File: src/design/fmp_pkg.sv
// fmp_pkg: shared widths, microcode types and the control store
// of the fibonacci matrix-power block. no dependencies.

package fmp_pkg;

    localparam int INDEX_BITS = 32;
    localparam int EXP_BITS   = INDEX_BITS + 1;
    localparam int CNT_W      = $clog2(EXP_BITS);
    localparam int VAL_W      = 16;

    typedef logic [INDEX_BITS-1:0] t_index;
    typedef logic [EXP_BITS-1:0]   t_exp;
    typedef logic [CNT_W-1:0]      t_cnt;
    typedef logic [VAL_W-1:0]      t_val;
    typedef logic [1:0]            t_pc;

    typedef enum logic [2:0] {
        OP_NOP    = 3'd0,
        OP_LOAD   = 3'd1,
        OP_SQUARE = 3'd2,
        OP_MULQ   = 3'd3,
        OP_EMIT   = 3'd4
    } t_op;

    typedef enum logic [1:0] {
        C_NONE     = 2'd0,
        C_IN_FIRE  = 2'd1,
        C_OUT_FREE = 2'd2,
        C_BIT      = 2'd3
    } t_cond;

    // step addresses of the control store
    localparam t_pc ST_WAIT = 2'd0;
    localparam t_pc ST_SQR  = 2'd1;
    localparam t_pc ST_MULQ = 2'd2;
    localparam t_pc ST_EMIT = 2'd3;

    // branch: cond true -> hit_pc; else with adv: last ? exit_pc : loop_pc
    typedef struct packed {
        t_op   op;
        t_cond cond;
        logic  adv;
        t_pc   hit_pc;
        t_pc   loop_pc;
        t_pc   exit_pc;
    } t_uword;

    // sequencer -> datapath
    typedef struct packed {
        t_op  op;
        logic en;
        logic adv;
        logic take;
    } t_ctrl;

    // datapath and ports -> sequencer
    typedef struct packed {
        logic in_fire;
        logic out_free;
        logic bit_msb;
        logic last;
    } t_stat;

    function automatic t_uword ucode(t_pc pc);
        t_uword w;
        begin
            w = '{OP_NOP, C_NONE, 1'b0, ST_WAIT, ST_WAIT, ST_WAIT};
            case (pc)
                ST_WAIT: w = '{OP_LOAD,   C_IN_FIRE,  1'b0, ST_SQR,  ST_WAIT, ST_WAIT};
                ST_SQR:  w = '{OP_SQUARE, C_BIT,      1'b1, ST_MULQ, ST_SQR,  ST_EMIT};
                ST_MULQ: w = '{OP_MULQ,   C_NONE,     1'b1, ST_WAIT, ST_SQR,  ST_EMIT};
                ST_EMIT: w = '{OP_EMIT,   C_OUT_FREE, 1'b0, ST_WAIT, ST_EMIT, ST_EMIT};
                default: w = '{OP_NOP,    C_NONE,     1'b0, ST_WAIT, ST_WAIT, ST_WAIT};
            endcase
            return w;
        end
    endfunction

endpackage

File: src/design/fmp_ifs.sv
// fmp_in_if / fmp_out_if: valid-ready channels of the fibonacci block
// depends on fmp_pkg for the payload types

interface fmp_in_if;
    logic              valid;
    logic              ready;
    fmp_pkg::t_index   index;
    modport source (output valid, output index, input ready);
    modport sink   (input valid, input index, output ready);
endinterface

interface fmp_out_if;
    logic              valid;
    logic              ready;
    fmp_pkg::t_val     fib_value;
    modport source (output valid, output fib_value, input ready);
    modport sink   (input valid, input fib_value, output ready);
endinterface

File: src/design/fmp_seq.sv
// fmp_seq: step counter and control-store readout with conditional jumps
// depends on fmp_pkg (ucode table, control and status structs)

module fmp_seq (
    input  logic           i_clk,
    input  logic           i_rst_n,
    input  fmp_pkg::t_stat i_stat,
    output fmp_pkg::t_ctrl o_ctrl
);
    import fmp_pkg::*;

    t_pc    r_pc, n_pc;
    t_uword w_word;
    logic   w_hit;

    assign w_word = ucode(r_pc);

    always_comb begin
        case (w_word.cond)
            C_NONE:     w_hit = 1'b0;
            C_IN_FIRE:  w_hit = i_stat.in_fire;
            C_OUT_FREE: w_hit = i_stat.out_free;
            C_BIT:      w_hit = i_stat.bit_msb;
            default:    w_hit = 1'b0;
        endcase
    end

    always_comb begin
        if (w_hit) begin
            n_pc = w_word.hit_pc;
        end else if (w_word.adv && i_stat.last) begin
            n_pc = w_word.exit_pc;
        end else begin
            n_pc = w_word.loop_pc;
        end
    end

    always_ff @(posedge i_clk) begin
        if (!i_rst_n) begin
            r_pc <= ST_WAIT;
        end else begin
            r_pc <= n_pc;
        end
    end

    // load and emit only act once their handshake condition holds
    assign o_ctrl.op   = w_word.op;
    assign o_ctrl.en   = (w_word.op == OP_LOAD || w_word.op == OP_EMIT) ? w_hit : 1'b1;
    assign o_ctrl.adv  = w_word.adv && !w_hit;
    assign o_ctrl.take = (w_word.op == OP_LOAD);

endmodule

File: src/design/fmp_dp.sv
// fmp_dp: 2x2 matrix registers, exponent shifter, bit counter, result register
// depends on fmp_pkg (types, control struct)

module fmp_dp (
    input  logic            i_clk,
    input  logic            i_rst_n,
    input  fmp_pkg::t_ctrl  i_ctrl,
    input  fmp_pkg::t_index i_index,
    input  logic            i_out_ready,
    output logic            o_bit_msb,
    output logic            o_last,
    output logic            o_out_free,
    output logic            o_out_valid,
    output fmp_pkg::t_val   o_fib_value
);
    import fmp_pkg::*;

    t_val r_a, r_b, r_c, r_d;
    t_val n_a, n_b, n_c, n_d;
    t_exp r_exp;
    t_cnt r_cnt;
    logic r_out_valid;
    t_val r_out_data;
    t_val w_sa, w_sb, w_sc, w_sd;

    // square, low 16 bits of each product are all that survive
    assign w_sa = t_val'(r_a * r_a) + t_val'(r_b * r_c);
    assign w_sb = t_val'(r_a * r_b) + t_val'(r_b * r_d);
    assign w_sc = t_val'(r_c * r_a) + t_val'(r_d * r_c);
    assign w_sd = t_val'(r_c * r_b) + t_val'(r_d * r_d);

    always_comb begin
        n_a = r_a;
        n_b = r_b;
        n_c = r_c;
        n_d = r_d;
        case (i_ctrl.op)
            OP_LOAD: begin
                n_a = t_val'(1);
                n_b = '0;
                n_c = '0;
                n_d = t_val'(1);
            end
            OP_SQUARE: begin
                n_a = w_sa;
                n_b = w_sb;
                n_c = w_sc;
                n_d = w_sd;
            end
            // times [[0,1],[1,1]]
            OP_MULQ: begin
                n_a = r_b;
                n_b = r_a + r_b;
                n_c = r_d;
                n_d = r_c + r_d;
            end
            default: begin
                n_a = r_a;
            end
        endcase
    end

    always_ff @(posedge i_clk) begin
        if (i_ctrl.en) begin
            r_a <= n_a;
            r_b <= n_b;
            r_c <= n_c;
            r_d <= n_d;
        end
        if (i_ctrl.en && i_ctrl.op == OP_LOAD) begin
            r_exp <= {1'b0, i_index} + t_exp'(1);
            r_cnt <= t_cnt'(EXP_BITS - 1);
        end else if (i_ctrl.adv) begin
            r_exp <= {r_exp[EXP_BITS-2:0], 1'b0};
            r_cnt <= r_cnt - t_cnt'(1);
        end
        if (i_ctrl.en && i_ctrl.op == OP_EMIT) begin
            r_out_data <= r_a;
        end
    end

    always_ff @(posedge i_clk) begin
        if (!i_rst_n) begin
            r_out_valid <= 1'b0;
        end else if (i_ctrl.en && i_ctrl.op == OP_EMIT) begin
            r_out_valid <= 1'b1;
        end else if (i_out_ready) begin
            r_out_valid <= 1'b0;
        end
    end

    assign o_bit_msb   = r_exp[EXP_BITS-1];
    assign o_last      = (r_cnt == '0);
    assign o_out_free  = !r_out_valid || i_out_ready;
    assign o_out_valid = r_out_valid;
    assign o_fib_value = r_out_data;

endmodule

File: src/design/fibonacci_mod_2_16_matrix_power.sv
// fibonacci_mod_2_16_matrix_power: F(n) mod 2^16 by square-and-multiply of [[0,1],[1,1]]
// depends on fmp_pkg, fmp_ifs, fmp_seq, fmp_dp
//
//   channel  dir  payload            beats per item
//   i_in     in   index[31:0]        1
//   o_out    out  fib_value[15:0]    1
//
// for each item the loop does one
// matrix square per exponent bit plus one multiply step per set bit
// the result sits in an output register, so the next index is taken while it waits
// o_out stalls hold the sequencer in its emit step only when that register is full
// reset (synchronous, active low) returns the step counter to wait and empties o_out

module fibonacci_mod_2_16_matrix_power (
    input  logic      i_clk,
    input  logic      i_rst_n,
    fmp_in_if.sink    i_in,
    fmp_out_if.source o_out
);
    import fmp_pkg::*;

    t_ctrl w_ctrl;
    t_stat w_stat;
    logic  w_bit_msb;
    logic  w_last;
    logic  w_out_free;
    logic  w_in_fire;

    assign i_in.ready = w_ctrl.take;
    assign w_in_fire  = i_in.valid && i_in.ready;

    assign w_stat.in_fire  = w_in_fire;
    assign w_stat.out_free = w_out_free;
    assign w_stat.bit_msb  = w_bit_msb;
    assign w_stat.last     = w_last;

    fmp_seq u_seq (
        .i_clk   (i_clk),
        .i_rst_n (i_rst_n),
        .i_stat  (w_stat),
        .o_ctrl  (w_ctrl)
    );

    fmp_dp u_dp (
        .i_clk       (i_clk),
        .i_rst_n     (i_rst_n),
        .i_ctrl      (w_ctrl),
        .i_index     (i_in.index),
        .i_out_ready (o_out.ready),
        .o_bit_msb   (w_bit_msb),
        .o_last      (w_last),
        .o_out_free  (w_out_free),
        .o_out_valid (o_out.valid),
        .o_fib_value (o_out.fib_value)
    );

    // the sequencer is busy in the cycle after taking an index
    a_busy_after_take: assert property (@(posedge i_clk) disable iff (!i_rst_n)
        w_in_fire |=> !i_in.ready)
        else $error("index taken twice in a row");

    // a new result beat only ever comes from the emit step
    a_out_from_emit: assert property (@(posedge i_clk) disable iff (!i_rst_n)
        $rose(o_out.valid) |-> $past(w_ctrl.op == OP_EMIT && w_ctrl.en))
        else $error("result appeared outside emit");

    // the exponent loop never advances past its last bit
    a_adv_bounded: assert property (@(posedge i_clk) disable iff (!i_rst_n)
        (w_ctrl.adv && w_last) |=> !(w_ctrl.op == OP_SQUARE || w_ctrl.op == OP_MULQ))
        else $error("exponent loop ran past last bit");

endmodule
File: src/flat_wrapper.sv
// flat-port wrapper written by rule: the top's interface ports become plain ports
module fibonacci_mod_2_16_matrix_power_flat import fmp_pkg::*;
  (i_clk, i_rst_n, i_in_valid, i_in_index, i_in_ready, o_out_valid, o_out_fib_value, o_out_ready);
  fmp_in_if i_in_i ();
  fmp_out_if o_out_i ();
  input  logic i_clk;
  input  logic i_rst_n;
  input wire logic [$bits(i_in_i.valid)-1:0] i_in_valid;
  input wire logic [$bits(i_in_i.index)-1:0] i_in_index;
  output wire logic [$bits(i_in_i.ready)-1:0] i_in_ready;
  output wire logic [$bits(o_out_i.valid)-1:0] o_out_valid;
  output wire logic [$bits(o_out_i.fib_value)-1:0] o_out_fib_value;
  input wire logic [$bits(o_out_i.ready)-1:0] o_out_ready;
  assign i_in_i.valid = i_in_valid;
  assign i_in_i.index = i_in_index;
  assign i_in_ready = i_in_i.ready;
  assign o_out_valid = o_out_i.valid;
  assign o_out_fib_value = o_out_i.fib_value;
  assign o_out_i.ready = o_out_ready;
  fibonacci_mod_2_16_matrix_power u_core (.i_clk(i_clk), .i_rst_n(i_rst_n), .i_in(i_in_i), .o_out(o_out_i));
endmodule
File: config.mk
export PLATFORM = sky130hd
export DESIGN_NAME = fibonacci_mod_2_16_matrix_power_flat
export DESIGN_NICKNAME = d
export VERILOG_FILES = /design/src/design/fmp_pkg.sv /design/src/design/fmp_ifs.sv /design/src/design/fmp_seq.sv /design/src/design/fmp_dp.sv /design/src/design/fibonacci_mod_2_16_matrix_power.sv /design/src/flat_wrapper.sv
export SDC_FILE = /design/constraint.sdc
export NUM_CORES = 2
export LEC_CHECK = 0
export BUFFER_PORTS_ARGS = -buffer_cell sky130_fd_sc_hd__buf_2
export CAP_MARGIN = 15
export CORE_MARGIN = 3
export CORE_UTILIZATION = 57
export DETAILED_ROUTE_END_ITERATION = 8
export PLACE_DENSITY = 0.71
export SYNTH_ARGS = -nofsm -noshare
export SYNTH_HDL_FRONTEND = slang
export SYNTH_HIERARCHICAL = 1
export SYNTH_SLANG_ARGS = --single-unit
File: constraint.sdc
create_clock -name i_clk -period 11.4 [get_ports i_clk]
set_clock_uncertainty 0.15 [all_clocks]
set_input_delay 0.57 -clock i_clk [delete_from_list [all_inputs] [get_ports i_clk]]
set_output_delay 0.57 -clock i_clk [all_outputs]
set_load 0.02 [all_outputs]
==> out/metrics.json <==
{
  "place": {
    "place.port_buffers": 53,
    "place_congestion": 0.906,
    "post_detailed_placement_half_perimeter_wirelength_mm": 66.0
  },
  "clock_network": {
    "post_cts.repair.setup_buffers": 0,
    "postCtsResizedCells": 0,
    "clock_insertion_delay_at_the_later_pin_of_the_skew_report_ns": 0.47,
    "htreeDepth": 4,
    "tritoncts": "built",
    "clock-root-buffer": "clkbuf_16",
    "clock_path_buffers": 2,
    "cts_hold_buffers": 0,
    "cts.reportedPaths.clkPinSlew_ns": 0.07,
    "numCtsBuffers": 17,
    "cts.sinks": 122
  },
  "drt": {
    "drt-total-wl_mm": 88.6,
    "via_count": 24500,
    "drt.antenna.violating_nets": 0,
    "number_of_drc_violations_after_detailed_routing_iteration_0": 1731,
    "wire_per_inst_um": 19.6,
    "viasPerCell": 5.42,
    "post-route-drc-count": 0,
    "drtPass1Iterations": 5
  },
  "worst_hold_path": {
    "hold_start": "i_rst_n",
    "hold_path_depth": 2,
    "hold_end": "u_core/u_seq/r_pc[1]$_SDFF_PN0_",
    "worst_hold_path_type": "in -> reg"
  },
  "sta": {
    "min_period_over_period_pct": 85.7,
    "finalSetupTns_ns": 0,
    "hold_viol": 0,
    "slew_headroom_pct": 29.9,
    "rsz0062_at_grt": "no",
    "drv_slew": 0,
    "worst_margin_slew_ns": 1.05,
    "achievable-frequency_mhz": 102,
    "final_report_setup_violation_count": 0,
    "fin_crit_ns": 9.77
  },
  "global_route": {
    "grt.overflow.total": 0,
    "grtUsageTotal_pct": 29.5,
    "grt_pass1_vias": 26000,
    "grt_busiest_layer": "met2",
    "groute.layer.met2.usage_pct": 48.4,
    "global_route.usage.met1_pct": 39.9,
    "antenna_found_initial": 1,
    "grt_max_degree": 67,
    "wire_length_of_the_first_global_routing_pass_mm": 143,
    "met3_track_demand_over_resource_pct": 4.69
  },
  "die": {
    "ios": 54,
    "floorplan.initialDensity_pct": 58.2,
    "core_region_area_um2": 58200,
    "dieArea_um2": 62500,
    "placement_rows": 88,
    "die_x_um": 250,
    "die_y_um": 250
  },
  "critical_path": {
    "critPathCaptureType": "register",
    "reg2reg_slack_ns": 1.63,
    "cp.buffers_inverters": 5,
    "worstSetupStartpoint": "u_core/u_dp/r_b[2]$_DFFE_PP_",
    "timing.rr.start": "u_core/u_dp/r_b[2]$_DFFE_PP_",
    "critical_path_class": "reg -> reg",
    "worst-endpoint-required_ns": 11.47,
    "timing.reg2reg.worst_path_depth": 29,
    "path_delay_family": "adder cells",
    "timing.critical_path.slowest_stage_cell": "edfxtp_1",
    "critical-path-max-stage-delay_ns": 0.57,
    "crit_path_cell_count": 29,
    "regToRegEndpoint": "u_core/u_dp/r_a[15]$_DFFE_PP_",
    "cp_most_frequent_cell": "fa_1",
    "critical_path.startpoint_type": "register",
    "critical_path_peak_fanout": 31,
    "cp.arrival_ns": 9.83
  },
  "outcome": {
    "run_status": "complete, no violations"
  },
  "yosys": {
    "synth_most_common_cell": "inv_1",
    "yosysUniqueCellTypes": 66,
    "async_flop_share_pct": 0,
    "ys_seq_elements": 122,
    "netlist_instances": 3776,
    "seq_area_frac_synth_pct": 10.5,
    "synthTopCellsByCount": "inv_1, fa_1, nand2_1",
    "syn_area_per_cell_um2": 8.98,
    "synth_enable_flop_cells": 113,
    "synthesis.area_um2": 33900,
    "synth_ff_type": "edfxtp_1",
    "synth_area_leader_cell": "fa_1",
    "yosys_warnings": 6,
    "ys_top_cells_by_area": "fa_1, ha_1, inv_1",
    "synth.net_count": 4806,
    "synthDominantCellAreaShare_pct": 36.4
  },
  "final_layout": {
    "fillCellCount": 5071,
    "area_delta_synth_final_pct": 4.71,
    "final_nets": 4765,
    "drive_above_1_share_pct": 4.51
  },
  "run": {
    "drv_cap": 0
  }
}
registers in the layout (all words and copies together) (netlist names):
register and flops:
u_core/u_dp/r_exp 33, u_core/u_dp/o_out_valid 1, u_core/u_dp/r_b 16, u_core/u_dp/r_cnt 6, u_core/u_seq/r_pc 2, u_core/u_dp/r_a 16, u_core/u_dp/r_c 16, u_core/u_dp/r_d 16
u_core/u_dp/o_fib_value 16
logic make-up (layout without fill, tap and decap cells):
logic type,count (synthesis),in the layout,share of synthesized area [%]
buf+inv,1093,1065,12.1
compound gates,240,240,4.56
simple gates,1045,1045,15.1
xor+xnor,282,282,7.41
flops,122,122,10.5
fa+ha+maj,994,994,50.3
other cells,0,2,0
final cells by class:
class / instances / area, um^2 / share of cell area [%]
multi-input cells: 2561 / 26200 / 73.9
flip-flops and latches: 122 / 3570 / 10.1
inverters: 919 / 3450 / 9.71
well taps: 765 / 957 / 2.69
repair buffers: 114 / 723 / 2.04
clock buffers: 17 / 425 / 1.20
clock inverters: 15 / 141 / 0.398
diodes: 2 / 5.00 / 0.0141
placed cells by master, fill, tap and decap left out, types with 3 or more instances in the layout:
cell type,n
a211oi_1,8
a21o_1,12
a21oi_1,47
a22o_1,11
a31oi_1,5
a32o_1,6
and2_1,364
and3_1,19
buf_2,53
buf_4,61
clkbuf_16,17
clkinv_4,3
clkinvlp_4,4
dfxtp_1,9
edfxtp_1,113
fa_1,616
ha_1,378
inv_1,918
inv_6,4
nand2_1,482
nand2b_1,15
nand3_1,34
nand4_1,4
nor2_1,70
nor2b_1,8
nor3_1,19
o21a_1,8
o21ai_0,64
o21ai_1,11
o21ba_2,4
o21bai_1,11
o22ai_1,27
o41a_1,3
o41ai_1,3
or2_2,5
or3_1,9
xnor2_1,182
xor2_1,96
metrics by stage:
| step | instances | cell area [um^2] | utilization [%] | hold WS (ns) | setup WS, ns |
|---|---|---|---|---|---|
| final | 4515 | 35500 | 61.0 | 0.215 | 1.63 |
| after global routing | 4513 | 35500 | 61.0 | 0.203 | 1.20 |
| after CTS | 4513 | 35500 | 61.0 | 0.188 | 1.64 |
| after detailed placement | 4481 | 34900 | 60.0 | 0.323 | 1.69 |
| after global placement | 4481 | 34900 | 60.0 | 0.312 | 1.77 |
| after floorplan | 3776 | 33900 | - | 0.300 | 2.26 |
worst max path at each step:
| stage | end | slack [ns] |
|---|---|---|
| floorplan | u_core/u_dp/r_a[15]$_DFFE_PP_ | 2.26 |
| global placement | u_core/u_dp/r_a[15]$_DFFE_PP_ | 1.77 |
| detailed placement | u_core/u_dp/r_a[15]$_DFFE_PP_ | 1.69 |
| CTS | u_core/u_dp/r_a[15]$_DFFE_PP_ | 1.64 |
| global route | u_core/u_dp/r_a[15]$_DFFE_PP_ | 1.20 |
| finish | u_core/u_dp/r_a[15]$_DFFE_PP_ | 1.63 |
metal layers:
layer | up-vias | routed length [um]
li1 | 11200 | -
met1 | 12200 | 36500
met2 | 990 | 41400
met3 | 194 | 7410
met4 | 0 | 3320
met5 | - | 0
Power is not shown: default switching activity piles up to over one toggle a cycle in this logic, so the estimate is an artifact.
